==> config.mk <==
export PLATFORM = sky130hd
export DESIGN_NAME = filled_circle_span_generator_core
export DESIGN_NICKNAME = d
export VERILOG_FILES = /design/src/rtl/core/fcsg_pkg.sv /design/src/rtl/core/fcsg_start.sv /design/src/rtl/core/fcsg_step.sv /design/src/rtl/core/fcsg_span_buf.sv /design/src/rtl/core/filled_circle_span_generator_core.sv
export SDC_FILE = /design/constraint.sdc
export NUM_CORES = 1
export LEC_CHECK = 0
export BUFFER_PORTS_ARGS = -buffer_cell sky130_fd_sc_hd__buf_2
export CORE_AREA = 4 4 244 246
export CTS_BUF_LIST = sky130_fd_sc_hd__clkbuf_8
export DETAILED_ROUTE_END_ITERATION = 8
export DIE_AREA = 0 0 248 250
export PLACE_DENSITY = 0.77
export SYNTH_ARGS = -nofsm -noshare
export SYNTH_HDL_FRONTEND = slang
export SYNTH_HIERARCHICAL = 1
export SYNTH_SLANG_ARGS = --single-unit
==> constraint.sdc <==
create_clock -name clk -period 9.3 [get_ports clk]
set_input_delay 0.465 -clock clk [delete_from_list [all_inputs] [get_ports clk]]
set_output_delay 0.465 -clock clk [all_outputs]
set_load 0.01 [all_outputs]
==> src/rtl/core/fcsg_pkg.sv <==
// Shared constants, register codes and word types for the filled circle span generator.
`timescale 1ns / 1ps

package fcsg_pkg;

    localparam int COORD_WIDTH  = 16;
    localparam int CLIP_WIDTH   = 12;
    localparam int RADIUS_WIDTH = 13;

    localparam int CENTER_W    = 15;
    localparam int OFFSET_W    = 15;
    localparam int CLIP_POS_W  = CLIP_WIDTH;
    localparam int CLIP_SIZE_W = CLIP_WIDTH + 1;
    localparam int CFG_DATA_W  = 15;
    localparam int CFG_ADDR_W  = 3;

    localparam int ORG_W  = COORD_WIDTH + 1;
    localparam int BOX_W  = ORG_W + 1;
    localparam int ROW_W  = CLIP_WIDTH;
    localparam int SX_W   = RADIUS_WIDTH;
    localparam int SY_W   = RADIUS_WIDTH + 1;
    localparam int SW_W   = RADIUS_WIDTH + 1;
    localparam int DEC_W  = RADIUS_WIDTH + 3;
    localparam int NSPAN  = 4;
    localparam int SEL_W  = $clog2(NSPAN);

    typedef enum logic [CFG_ADDR_W-1:0] {
        REG_PAN_X  = 3'd0,
        REG_PAN_Y  = 3'd1,
        REG_CLIP_X = 3'd2,
        REG_CLIP_Y = 3'd3,
        REG_CLIP_W = 3'd4,
        REG_CLIP_H = 3'd5
    } cfg_reg_t;

    typedef enum logic {
        REQ_START = 1'b0,
        REQ_STEP  = 1'b1
    } req_t;

    typedef struct packed {
        logic              reject;
        logic [ORG_W-1:0]  org_x;
        logic [ORG_W-1:0]  org_y;
        logic [ROW_W-1:0]  row_top;
        logic [ROW_W-1:0]  row_bottom;
        logic [SX_W-1:0]   step_x;
        logic [DEC_W-1:0]  decision;
    } start_res_t;

    typedef struct packed {
        logic [ORG_W-1:0] x;
        logic [ROW_W-1:0] y;
        logic [SW_W-1:0]  w;
    } span_ent_t;

    typedef struct packed {
        logic [NSPAN-1:0]            hit;
        span_ent_t [NSPAN-1:0]       spans;
        logic                        busy_next;
        logic [SX_W-1:0]             step_x;
        logic [SY_W-1:0]             step_y;
        logic [DEC_W-1:0]            decision;
    } step_res_t;

    typedef struct packed {
        logic [NSPAN-1:0]      mask;
        logic                  has_span;
        logic                  fin;
        span_ent_t [NSPAN-1:0] spans;
    } buf_load_t;

endpackage

==> src/rtl/core/fcsg_start.sv <==
// Start setup: offset center, clip the bounding box and derive kept rows.
`timescale 1ns / 1ps

module fcsg_start
    import fcsg_pkg::*;
(
    input  logic signed [CENTER_W-1:0]  center_x,
    input  logic signed [CENTER_W-1:0]  center_y,
    input  logic        [SX_W-1:0]      radius,
    input  logic signed [OFFSET_W-1:0]  pan_x,
    input  logic signed [OFFSET_W-1:0]  pan_y,
    input  logic        [CLIP_POS_W-1:0]  clip_x,
    input  logic        [CLIP_POS_W-1:0]  clip_y,
    input  logic        [CLIP_SIZE_W-1:0] clip_w,
    input  logic        [CLIP_SIZE_W-1:0] clip_h,
    output start_res_t                  res
);

    localparam logic signed [BOX_W-1:0] CANVAS = BOX_W'(2 ** CLIP_WIDTH);
    localparam logic signed [BOX_W-1:0] ONE_B  = BOX_W'(1);

    logic signed [BOX_W-1:0] cen_x, cen_y, rad_s;
    logic signed [BOX_W-1:0] clip_l, clip_t, clip_r, clip_b, right_lim, bottom_lim;
    logic signed [BOX_W-1:0] lo_x, hi_x, lo_y, hi_y, lx, hx, ly, hy, hy_m1;

    always_comb
    begin
        cen_x  = BOX_W'(center_x) + BOX_W'(pan_x);
        cen_y  = BOX_W'(center_y) + BOX_W'(pan_y);
        rad_s  = $signed(BOX_W'(radius));
        clip_l = $signed(BOX_W'(clip_x));
        clip_t = $signed(BOX_W'(clip_y));
        clip_r = $signed(BOX_W'(clip_x) + BOX_W'(clip_w));
        clip_b = $signed(BOX_W'(clip_y) + BOX_W'(clip_h));
        // clip edges past the canvas are cut at the canvas size
        right_lim  = (clip_r < CANVAS) ? clip_r : CANVAS;
        bottom_lim = (clip_b < CANVAS) ? clip_b : CANVAS;

        lo_x = cen_x - rad_s;
        hi_x = cen_x + rad_s + ONE_B;
        lo_y = cen_y - rad_s;
        hi_y = cen_y + rad_s + ONE_B;

        lx = (lo_x > clip_l) ? lo_x : clip_l;
        hx = (hi_x < right_lim) ? hi_x : right_lim;
        ly = (lo_y > clip_t) ? lo_y : clip_t;
        hy = (hi_y < bottom_lim) ? hi_y : bottom_lim;
        hy_m1 = hy - ONE_B;

        res.reject     = (hx <= lx) || (hy <= ly);
        res.org_x      = cen_x[ORG_W-1:0];
        res.org_y      = cen_y[ORG_W-1:0];
        res.row_top    = ly[ROW_W-1:0];
        res.row_bottom = hy_m1[ROW_W-1:0];
        res.step_x     = radius;
        res.decision   = DEC_W'(1) - DEC_W'(radius);
    end

endmodule

==> src/rtl/core/fcsg_step.sv <==
// One midpoint iteration: four mirrored span candidates and the next step state.
`timescale 1ns / 1ps

module fcsg_step
    import fcsg_pkg::*;
(
    input  logic [ORG_W-1:0] org_x,
    input  logic [ORG_W-1:0] org_y,
    input  logic [SX_W-1:0]  step_x,
    input  logic [SY_W-1:0]  step_y,
    input  logic [DEC_W-1:0] decision,
    input  logic [ROW_W-1:0] row_top,
    input  logic [ROW_W-1:0] row_bottom,
    output step_res_t        res
);

    localparam int YW = ORG_W + 1;
    localparam int NW = SY_W + 1;
    localparam logic signed [NW-1:0] ONE_N = NW'(1);

    logic signed [YW-1:0] ox, oy, cxv, cyv, top_s, bot_s;
    logic signed [YW-1:0] x_a, x_b, y0, y1, y2, y3;
    logic                 in0, in1, in2, in3, diag;
    logic [SW_W-1:0]      w_a, w_b;
    logic signed [NW-1:0] cy1, cx0, cx1, diff;
    logic signed [DEC_W-1:0] dec, dec_n;

    always_comb
    begin
        ox    = YW'($signed(org_x));
        oy    = YW'($signed(org_y));
        cxv   = $signed(YW'(step_x));
        cyv   = $signed(YW'(step_y));
        top_s = $signed(YW'(row_top));
        bot_s = $signed(YW'(row_bottom));

        x_a = ox - cxv;
        x_b = ox - cyv;
        y0  = oy + cyv;
        y1  = oy - cyv;
        y2  = oy + cxv;
        y3  = oy - cxv;
        w_a = {step_x, 1'b1};
        w_b = SW_W'({step_y, 1'b1});

        in0 = (y0 >= top_s) && (y0 <= bot_s);
        in1 = (y1 >= top_s) && (y1 <= bot_s);
        in2 = (y2 >= top_s) && (y2 <= bot_s);
        in3 = (y3 >= top_s) && (y3 <= bot_s);
        diag = ({1'b0, step_x} == step_y);

        // mirrored rows are dropped where they coincide
        res.hit[0] = in0;
        res.hit[1] = in1 && (step_y != '0);
        res.hit[2] = in2 && !diag;
        res.hit[3] = in3 && !diag && (step_x != '0);

        res.spans[0] = '{x: x_a[ORG_W-1:0], y: y0[ROW_W-1:0], w: w_a};
        res.spans[1] = '{x: x_a[ORG_W-1:0], y: y1[ROW_W-1:0], w: w_a};
        res.spans[2] = '{x: x_b[ORG_W-1:0], y: y2[ROW_W-1:0], w: w_b};
        res.spans[3] = '{x: x_b[ORG_W-1:0], y: y3[ROW_W-1:0], w: w_b};

        cy1  = $signed(NW'(step_y)) + ONE_N;
        cx0  = $signed(NW'(step_x));
        dec  = $signed(decision);
        if (dec < 0)
        begin
            cx1   = cx0;
            diff  = cy1;
            dec_n = dec + $signed(DEC_W'({cy1, 1'b1}));
        end
        else
        begin
            cx1   = cx0 - ONE_N;
            diff  = cy1 - cx1;
            dec_n = dec + $signed(DEC_W'({diff, 1'b1}));
        end

        res.busy_next = !(cx1 < cy1);
        res.step_x    = cx1[SX_W-1:0];
        res.step_y    = cy1[SY_W-1:0];
        res.decision  = dec_n;
    end

endmodule

==> src/rtl/core/fcsg_span_buf.sv <==
// Result buffer: holds the words of one item and hands them out one per cycle while out_ready is high.
`timescale 1ns / 1ps

module fcsg_span_buf
    import fcsg_pkg::*;
(
    input  logic             clk,
    input  logic             rst_n,
    input  logic             load,
    input  buf_load_t        load_data,
    output logic             can_load,
    output logic             out_valid,
    input  logic             out_ready,
    output logic             span_valid,
    output logic [ORG_W-1:0] span_x,
    output logic [ROW_W-1:0] span_y,
    output logic [SW_W-1:0]  span_w,
    output logic             last,
    output logic             finished
);

    logic [NSPAN-1:0]      mask_reg, mask_next, rest;
    logic                  has_span_reg;
    logic                  fin_reg;
    span_ent_t [NSPAN-1:0] spans_reg;
    logic [SEL_W-1:0]      sel;
    logic                  pop;

    always_comb
    begin
        sel = '0;
        for (int i = NSPAN - 1; i >= 0; i--)
        begin
            if (mask_reg[i])
            begin
                sel = SEL_W'(i);
            end
        end
        rest      = mask_reg & (mask_reg - NSPAN'(1));
        out_valid = (mask_reg != '0);
        last      = (rest == '0);
        pop       = out_valid && out_ready;
        can_load  = !out_valid || (last && out_ready);
        mask_next = load ? load_data.mask : (pop ? rest : mask_reg);

        finished   = fin_reg;
        span_valid = has_span_reg;
        span_x     = has_span_reg ? spans_reg[sel].x : '0;
        span_y     = has_span_reg ? spans_reg[sel].y : '0;
        span_w     = has_span_reg ? spans_reg[sel].w : '0;
    end

    always_ff @(posedge clk or negedge rst_n)
    begin
        if (!rst_n)
        begin
            mask_reg     <= '0;
            has_span_reg <= 1'b0;
            fin_reg      <= 1'b0;
        end
        else
        begin
            mask_reg <= mask_next;
            if (load)
            begin
                has_span_reg <= load_data.has_span;
                fin_reg      <= load_data.fin;
            end
        end
    end

    always_ff @(posedge clk)
    begin
        if (load)
        begin
            spans_reg <= load_data.spans;
        end
    end

endmodule

==> src/rtl/core/filled_circle_span_generator_core.sv <==
// Top level of the filled circle span generator.
//
// Input channel (in_valid/in_ready): one word is a start (req_type = 0, center
// and radius) or a midpoint step (req_type = 1). Output channel
// (out_valid/out_ready): span words (span_x, span_y, span_w), with last on the
// final word of an input word and finished once no circle is active.
// A start gives one word with span_valid low; a step gives one to four span
// words, or one word with span_valid low if no circle is active or no span is in kept rows.
// Config: cfg_we writes cfg_wdata into the register picked by cfg_addr at once;
// write only while the block is idle.
// Order: an accepted word waits in the input register until the result buffer
// can take it; its first result is valid right after that load.
// Throughput: one input word per cycle when each yields one result and
// out_ready stays high; a step with several spans holds the result buffer
// until its words drain from the four-entry result buffer, one per cycle
// while out_ready is high. The input register takes the next word while
// results still drain.
// Reset clears the config registers (clip size to the full canvas), drops any
// active circle and empties both stages. When the receiver stalls the current
// result holds, the buffer stays full and in_ready falls once the input
// register is occupied.
`timescale 1ns / 1ps

module filled_circle_span_generator_core
    import fcsg_pkg::*;
(
    input  logic                       clk,
    input  logic                       rst_n,
    input  logic                       cfg_we,
    input  logic [CFG_ADDR_W-1:0]      cfg_addr,
    input  logic [CFG_DATA_W-1:0]      cfg_wdata,
    input  logic                       in_valid,
    output logic                       in_ready,
    input  logic                       req_type,
    input  logic signed [CENTER_W-1:0] center_x,
    input  logic signed [CENTER_W-1:0] center_y,
    input  logic [SX_W-1:0]            radius,
    output logic                       out_valid,
    input  logic                       out_ready,
    output logic                       span_valid,
    output logic signed [ORG_W-1:0]    span_x,
    output logic [ROW_W-1:0]           span_y,
    output logic [SW_W-1:0]            span_w,
    output logic                       last,
    output logic                       finished
);

    localparam logic [CLIP_SIZE_W-1:0] FULL_CLIP = CLIP_SIZE_W'(2 ** CLIP_WIDTH);

    // configuration
    logic signed [OFFSET_W-1:0] pan_x_reg, pan_y_reg;
    logic [CLIP_POS_W-1:0]      clip_x_reg, clip_y_reg;
    logic [CLIP_SIZE_W-1:0]     clip_w_reg, clip_h_reg;

    // input register
    logic                       in_vld_reg;
    logic                       req_type_reg;
    logic signed [CENTER_W-1:0] center_x_reg, center_y_reg;
    logic [SX_W-1:0]            radius_reg;

    // circle state
    logic                       busy_reg;
    logic [ORG_W-1:0]           org_x_reg, org_y_reg;
    logic [SX_W-1:0]            step_x_reg;
    logic [SY_W-1:0]            step_y_reg;
    logic [DEC_W-1:0]           decision_reg;
    logic [ROW_W-1:0]           row_top_reg, row_bottom_reg;

    start_res_t                 start_res;
    step_res_t                  step_res;
    buf_load_t                  load_data;
    logic                       can_load, load;
    logic [ORG_W-1:0]           span_x_raw;

    always_ff @(posedge clk or negedge rst_n)
    begin
        if (!rst_n)
        begin
            pan_x_reg    <= '0;
            pan_y_reg    <= '0;
            clip_x_reg   <= '0;
            clip_y_reg   <= '0;
            clip_w_reg   <= FULL_CLIP;
            clip_h_reg   <= FULL_CLIP;
        end
        else if (cfg_we)
        begin
            unique case (cfg_addr)
                REG_PAN_X:  pan_x_reg  <= $signed(cfg_wdata[OFFSET_W-1:0]);
                REG_PAN_Y:  pan_y_reg  <= $signed(cfg_wdata[OFFSET_W-1:0]);
                REG_CLIP_X: clip_x_reg <= cfg_wdata[CLIP_POS_W-1:0];
                REG_CLIP_Y: clip_y_reg <= cfg_wdata[CLIP_POS_W-1:0];
                REG_CLIP_W: clip_w_reg <= cfg_wdata[CLIP_SIZE_W-1:0];
                REG_CLIP_H: clip_h_reg <= cfg_wdata[CLIP_SIZE_W-1:0];
                default:    ;
            endcase
        end
    end

    fcsg_start u_start (
        .center_x (center_x_reg),
        .center_y (center_y_reg),
        .radius   (radius_reg),
        .pan_x    (pan_x_reg),
        .pan_y    (pan_y_reg),
        .clip_x   (clip_x_reg),
        .clip_y   (clip_y_reg),
        .clip_w   (clip_w_reg),
        .clip_h   (clip_h_reg),
        .res      (start_res)
    );

    fcsg_step u_step (
        .org_x      (org_x_reg),
        .org_y      (org_y_reg),
        .step_x     (step_x_reg),
        .step_y     (step_y_reg),
        .decision   (decision_reg),
        .row_top    (row_top_reg),
        .row_bottom (row_bottom_reg),
        .res        (step_res)
    );

    always_comb
    begin
        load     = in_vld_reg && can_load;
        in_ready = !in_vld_reg || load;

        load_data.spans    = step_res.spans;
        load_data.mask     = NSPAN'(1);
        load_data.has_span = 1'b0;
        load_data.fin      = 1'b1;
        priority if (req_type_reg == REQ_START)
        begin
            load_data.fin = start_res.reject;
        end
        else if (busy_reg)
        begin
            load_data.fin = !step_res.busy_next;
            if (step_res.hit != '0)
            begin
                load_data.mask     = step_res.hit;
                load_data.has_span = 1'b1;
            end
        end
        else
        begin
            load_data.fin = 1'b1;
        end
    end

    always_ff @(posedge clk or negedge rst_n)
    begin
        if (!rst_n)
        begin
            in_vld_reg     <= 1'b0;
            busy_reg       <= 1'b0;
            org_x_reg      <= '0;
            org_y_reg      <= '0;
            step_x_reg     <= '0;
            step_y_reg     <= '0;
            decision_reg   <= '0;
            row_top_reg    <= '0;
            row_bottom_reg <= '0;
        end
        else
        begin
            if (in_valid && in_ready)
            begin
                in_vld_reg <= 1'b1;
            end
            else if (load)
            begin
                in_vld_reg <= 1'b0;
            end

            if (load)
            begin
                if (req_type_reg == REQ_START)
                begin
                    busy_reg <= !start_res.reject;
                    if (!start_res.reject)
                    begin
                        org_x_reg      <= start_res.org_x;
                        org_y_reg      <= start_res.org_y;
                        step_x_reg     <= start_res.step_x;
                        step_y_reg     <= '0;
                        decision_reg   <= start_res.decision;
                        row_top_reg    <= start_res.row_top;
                        row_bottom_reg <= start_res.row_bottom;
                    end
                end
                else if (busy_reg)
                begin
                    busy_reg     <= step_res.busy_next;
                    step_x_reg   <= step_res.step_x;
                    step_y_reg   <= step_res.step_y;
                    decision_reg <= step_res.decision;
                end
            end
        end
    end

    always_ff @(posedge clk)
    begin
        if (in_valid && in_ready)
        begin
            req_type_reg <= req_type;
            center_x_reg <= center_x;
            center_y_reg <= center_y;
            radius_reg   <= radius;
        end
    end

    fcsg_span_buf u_buf (
        .clk        (clk),
        .rst_n      (rst_n),
        .load       (load),
        .load_data  (load_data),
        .can_load   (can_load),
        .out_valid  (out_valid),
        .out_ready  (out_ready),
        .span_valid (span_valid),
        .span_x     (span_x_raw),
        .span_y     (span_y),
        .span_w     (span_w),
        .last       (last),
        .finished   (finished)
    );

    assign span_x = $signed(span_x_raw);

    // spans always lie on kept rows; rows change only once the buffer drains
    a_span_in_rows: assert property (@(posedge clk) disable iff (!rst_n)
        out_valid && span_valid |-> (span_y >= row_top_reg) && (span_y <= row_bottom_reg))
        else $error("span row outside kept rows");

    a_empty_word: assert property (@(posedge clk) disable iff (!rst_n)
        out_valid && !span_valid |-> last && (span_w == '0) && (span_x == '0) && (span_y == '0))
        else $error("word without span is not a lone zero word");

    a_odd_width: assert property (@(posedge clk) disable iff (!rst_n)
        out_valid && span_valid |-> span_w[0])
        else $error("span width is even");

    a_busy_order: assert property (@(posedge clk) disable iff (!rst_n)
        busy_reg |-> ({1'b0, step_x_reg} >= step_y_reg))
        else $error("active circle past its diagonal");

endmodule

==> results of run 1 <==
==> per-stage QoR <==
step / std cells / setup WS (ns) / utilization, %
final: 4291 / 0.574 / 63.7
after floorplan: 3438 / 1.59 / -
after global placement: 4107 / 0.562 / 60.2
after global routing: 4290 / 0.0140 / 63.7
after detailed placement: 4107 / 0.462 / 60.2
after CTS: 4289 / 0.399 / 63.7
==> layer usage <==
layer | share of wire (%) | GRT usage [%] | up-vias
li1 | - | - | 12500
met1 | 42 | 40.2 | 13000
met2 | 47 | 49.9 | 1149
met3 | 7.1 | 4.88 | 247
met4 | 4.2 | 12.8 | 2
met5 | 0.013 | 0 | -
==> worst max-delay path, delay by kind of cell, from the launching register on <==
family / cells / cell delay, ns
compound gates: 16 / 3.51
fa+ha+maj: 5 / 1.65
simple gates: 9 / 1.22
xor+xnor: 2 / 0.79
mux: 2 / 0.76
flops: 1 / 0.37
buf+inv: 2 / 0.34
==> worst paths after layout <==
check,start,end,slack [ns]
setup / recovery,center_y_reg[0],step_x_reg[4],0.57
hold / removal,cfg_wdata[13],pan_x_reg[13],0.08
setup reg to reg,center_y_reg[0],step_x_reg[4],0.57
hold reg to reg,u_buf/finished,u_buf/finished,0.48
max in group asynchronous,rst_n,clip_h_reg[1],7.54
min in group asynchronous,rst_n,clip_x_reg[6],0.32
==> repair_timing <==
action                     in CTS  in global routing
gates resized for setup         0                  2
setup endpoints to repair       0                102
hold endpoints to repair      101                  0
hold buffers                   46                  0
==> placed cells by master, fill, tap and decap left out, drive strengths merged, types with 106 or more instances in the layout <==
cell	instances
xnor2	163
edfxtp	216
mux2	214
o211ai	106
dfrtp	187
a21o	124
nor2	210
inv	255
nand2	164
o21ai	145
ha	421
buf	146
a21oi	187
==> kinds of logic (layout without fill, tap and decap cells) <==
logic type	Yosys count	in the layout	share of synthesized area, %
compound gates	776	776	15.7
xor+xnor	245	245	6.41
fa+ha+maj	438	438	16.4
buf+inv	470	556	6.89
flops	405	405	32.8
mux	244	244	8.30
other cells	2	12	0.0220
simple gates	850	850	13.5
==> layout make-up <==
type / instances / area, um2
fill: 4619 / 20800
multi-input combinational: 2563 / 20700
sequential: 405 / 11200
timing repair buffer: 193 / 1290
clock buffer: 80 / 1100
tap: 765 / 957
inverter: 227 / 857
clock inverter: 56 / 412
antenna: 2 / 5.00
==> impl_metrics.ini, run 1 <==
[die]
core-area_mm2 = 0.0574
start_util_pct = 59.6
fp.dieH_um = 250
io_pins = 115
num_rows = 88
dieArea_mm2 = 0.0620
die_x_um = 248

[global_route]
grt_max_degree = 89
antenna_found_initial = 3
grt_overflow = 0
grt_pass1_wl_um = 148000
grt_pass1_vias = 26100
grt_use_total_pct = 30.5

[worst_setup_path]
critPathMaxStageDelay_ns = 0.56
cp_slowest_cell = o21ai_2
cp.required_ns = 9.84
ff2ff_path_depth = 36
cp_common_cell = a21oi_1
cp_max_fo = 10
end_kind = flip-flop
critPathKind = reg -> reg
worstSetupStartpointType = flip-flop
crit_arrival_ns = 9.27

[synthesis]
synth_top_area_share_pct = 19.0
netlist_instances = 3430
synth-seq-cells = 405
postSynthAreaPerCell_um2 = 9.97
ys_top_cells_by_count = 421 x ha_1, 224 x inv_1, 216 x edfxtp_1
ys_types = 110
synth.most_common_cell = ha_1
synth_flop_cell = edfxtp_1
synth_area_mm2 = 0.0342
synth.yosys.warnings = 6
synth_top_area_cell = edfxtp_1
synthArstFlopShare_pct = 46.7
synth_edf_count = 216
ys_top_cells_by_area = edfxtp_1 19%, ha_1 15%, dfrtp_1 14%
ys_seq_area_share_pct = 32.8

[routing]
viasPerCell = 6.26
firstDrtPassIters = 5
drc = 0
drtIter0Drc = 2383
ant_nets = 0
wl_per_cell_um = 22.5
wl_um = 96500
vias = 26800

[timing]
fmax_ghz = 0.115
finalSetupTns_ns = 0
finalCritPeriodShare_pct = 93.8
setup_viol_count_final = 0
finalHoldViolations = 0
slew_headroom_pct = 10.3
rsz0062_at_grt = no
drv_slew = 0
whs_ns = 0.0826
worst_pin_slew_ns = 1.31
timing.final.crit_period_ns = 8.73
clock-skew-final_ns = 0.0430

[flow_run]
cap_violations = 0

[clocking]
cts_buffers = 73
clk_path_buf_depth = 3
cts_root_buf = clkbuf_8
cts_setup_buffers = 0
cts.clk_slew.worst_paths_ns = 0.07
cts_sinks = 405
worstSkewPairLatency_ns = 0.69
h-tree-depth = 3
cts_tree = yes

[finish]
nNetsFinal = 3967
fin_area_mm2 = 0.0365
drive_gt1_share_pct = 16.2
area_growth_pct = 6.81
largest_reg_flops = 172

[placement]
routabilityCongestion = 0.995
postPlaceCellArea_mm2 = 0.0345
place_hpwl_um = 72200
numPortBuffers = 114

[worst_hold_path]
min_path_cells = 2
hold_class = in -> reg

[outcome]
run_status = finished clean
Power of run 1 is left out: the tool's default activity adds up to more than one toggle a clock period on the data nets, which glitch-free logic cannot reach.
==> run 2, diff against run 1 <==
Settings changed: CORE_AREA 4 4 244 246 to 4 4 230 232, DIE_AREA 0 0 248 250 to 0 0 234 236, SYNTH_HIERARCHICAL 1 to default.
==> impl_metrics.ini, run 2 <==
[global_route]
grt_max_degree = 111
grt_use_total_pct = 34.4
antenna_found_initial = 1
grt_pass1_vias = 26000
grt_pass1_wl_um = 148000
grt_overflow = 0

[clocking]
worstSkewPairLatency_ns = 0.72
clk_path_buf_depth = 3
cts.clk_slew.worst_paths_ns = 0.06
h-tree-depth = 2
cts_buffers = 58
cts_sinks = 337
cts_root_buf = clkbuf_8
cts_tree = yes

[synthesis]
netlist_instances = 3293
synth_top_area_cell = ha_1
postSynthAreaPerCell_um2 = 9.16
ys_top_cells_by_count = 423 x ha_1, 267 x nand2_1, 232 x inv_1
synth.yosys.warnings = 0
ys_seq_area_share_pct = 30.5
synth_area_mm2 = 0.0302
synthArstFlopShare_pct = 55.5
synth_top_area_share_pct = 17.5
ys_types = 103
synth-seq-cells = 337
ys_top_cells_by_area = ha_1 18%, dfrtp_1 15%, edfxtp_1 15%
synth_flop_cell = dfrtp_1
synth.most_common_cell = ha_1
synth_edf_count = 150

[routing]
wl_per_cell_um = 23.2
viasPerCell = 6.28
firstDrtPassIters = 6
ant_nets = 0
drtIter0Drc = 2091
vias = 26300
wl_um = 96900
drc = 0

[timing]
timing.final.crit_period_ns = 8.86
clock-skew-final_ns = 0.0637
finalCritPeriodShare_pct = 95.3
fmax_ghz = 0.113
setup_viol_count_final = 0
slew_headroom_pct = 15.7
worst_pin_slew_ns = 1.26
finalHoldViolations = 0
drv_slew = 0
finalSetupTns_ns = 0

[worst_setup_path]
worstSetupStartpointType = flip-flop
cp.required_ns = 9.88
crit_arrival_ns = 9.43
critPathMaxStageDelay_ns = 0.65
cp_max_fo = 10
cp_common_cell = ha_1
crit_family = compound AO/OA/AOI/OAI gates
cp_slowest_cell = a2111o_2
path_buf_inv = 1
end_kind = flip-flop
critPathKind = reg -> reg

[die]
io_pins = 115
dieArea_mm2 = 0.0552
num_rows = 83
fp.dieH_um = 236
core-area_mm2 = 0.0510
start_util_pct = 59.2
die_x_um = 234

[finish]
area_growth_pct = 10.8
fill_cells = 4155
largest_reg_flops = 106
drive_gt1_share_pct = 12.5
layout_common_cells = 418 x ha_1, 267 x nand2_1, 246 x inv_1, 228 x nor2_1, 203 x a21oi_1
nNetsFinal = 3959
mostFrequentLayoutCell = ha_1

[worst_hold_path]
hold_class = in -> reg

[placement]
routabilityCongestion = 0.966
place_hpwl_um = 75200
numPortBuffers = 114

[outcome]
run_status = finished clean

[flow_run]
cap_violations = 0
## run 2: changes by cell type in the layout (fill, tap and decap cells not counted), sizes merged, moves of 43 or more
| cell | previous run | this run |
|---|---|---|
| o21ai | 145 | 192 |
| a21o | 124 | 80 |
| mux2 | 214 | 102 |
| edfxtp | 216 | 150 |
| nand2 | 164 | 267 |
| nand3b | 51 | 8 |
| o211ai | 106 | 27 |
| nand4b | 50 | 6 |
## run 2: layout make-up
cell class	count	area (um2)	share of cell area, %
Sequential cell	337	9190	27.5
Timing Repair Buffer	209	1470	4.40
Tap cell	680	851	2.55
Multi-Input combinational cell	2611	19800	59.4
Clock inverter	49	369	1.10
Antenna cell	1	2.50	0.00749
Clock buffer	59	812	2.43
Inverter	236	895	2.68
## run 2: through the flow
stage / util (%) / instance area [um2] / hold WS (ns) / std cells / worst slack [ns]
after floorplan: - / 30200 / 0.169 / 3294 / 0.600
after global placement: 61.8 / 31500 / 0.464 / 4019 / 0.0723
after detailed placement: 61.8 / 31500 / 0.472 / 4019 / -0.186
after CTS: 65.0 / 33200 / 0.0222 / 4172 / 0.119
after global routing: 65.6 / 33400 / 0.0402 / 4182 / -0.0198
final: 65.6 / 33400 / 0.0717 / 4182 / 0.442
## run 2: cells by family after synthesis
| logic type | count (synthesis) | share of synthesized area [%] |
|---|---|---|
| adders and majority gates | 439 | 18.6 |
| muxes | 156 | 6.07 |
| buffers and inverters | 347 | 4.43 |
| other | 1 | 0.0124 |
| xor gates and xnor gates | 239 | 7.01 |
| DFF | 337 | 30.5 |
| and+or+nand+nor | 942 | 15.3 |
| AOI/OAI and AO/OA | 832 | 18.1 |
## run 2: what timing repair did
| action | CTS | global route |
|---|---|---|
| endpoints found under the setup margin | 41 | 101 |
| pin swaps | 0 | 5 |
| hold endpoints to repair | 151 | 0 |
| setup buffers | 0 | 7 |
| resized for setup | 3 | 41 |
| gates cloned | 0 | 2 |
| hold buffers | 45 | 0 |
## run 2: path summary, 6_finish.rpt
| check | start | to | slack (ns) | cells past startpoint |
|---|---|---|---|---|
| worst max register to register | pan_y_reg[1] | row_top_reg[9] | 0.44 | 36 |
| worst min register to register | row_bottom_reg[4] | row_bottom_reg[4] | 0.48 | 2 |
| worst min-delay path | in_valid | in_vld_reg | 0.07 | 2 |
| min in group asynchronous | rst_n | pan_x_reg[14] | 0.45 | 2 |
| worst max-delay path | pan_y_reg[1] | row_top_reg[9] | 0.44 | 36 |
| max in group asynchronous | rst_n | row_bottom_reg[3] | 7.14 | 3 |
## run 2: layer usage
layer | vias to the layer above | track usage, % | part of all wire, %
li1 | 12300 | - | -
met1 | 12700 | 45.9 | 42
met5 | - | 0 | 0
met4 | 0 | 15.3 | 5.4
met2 | 1083 | 55.8 | 46
met3 | 254 | 4.54 | 6.4
Power of run 2 is left out for the same reason.
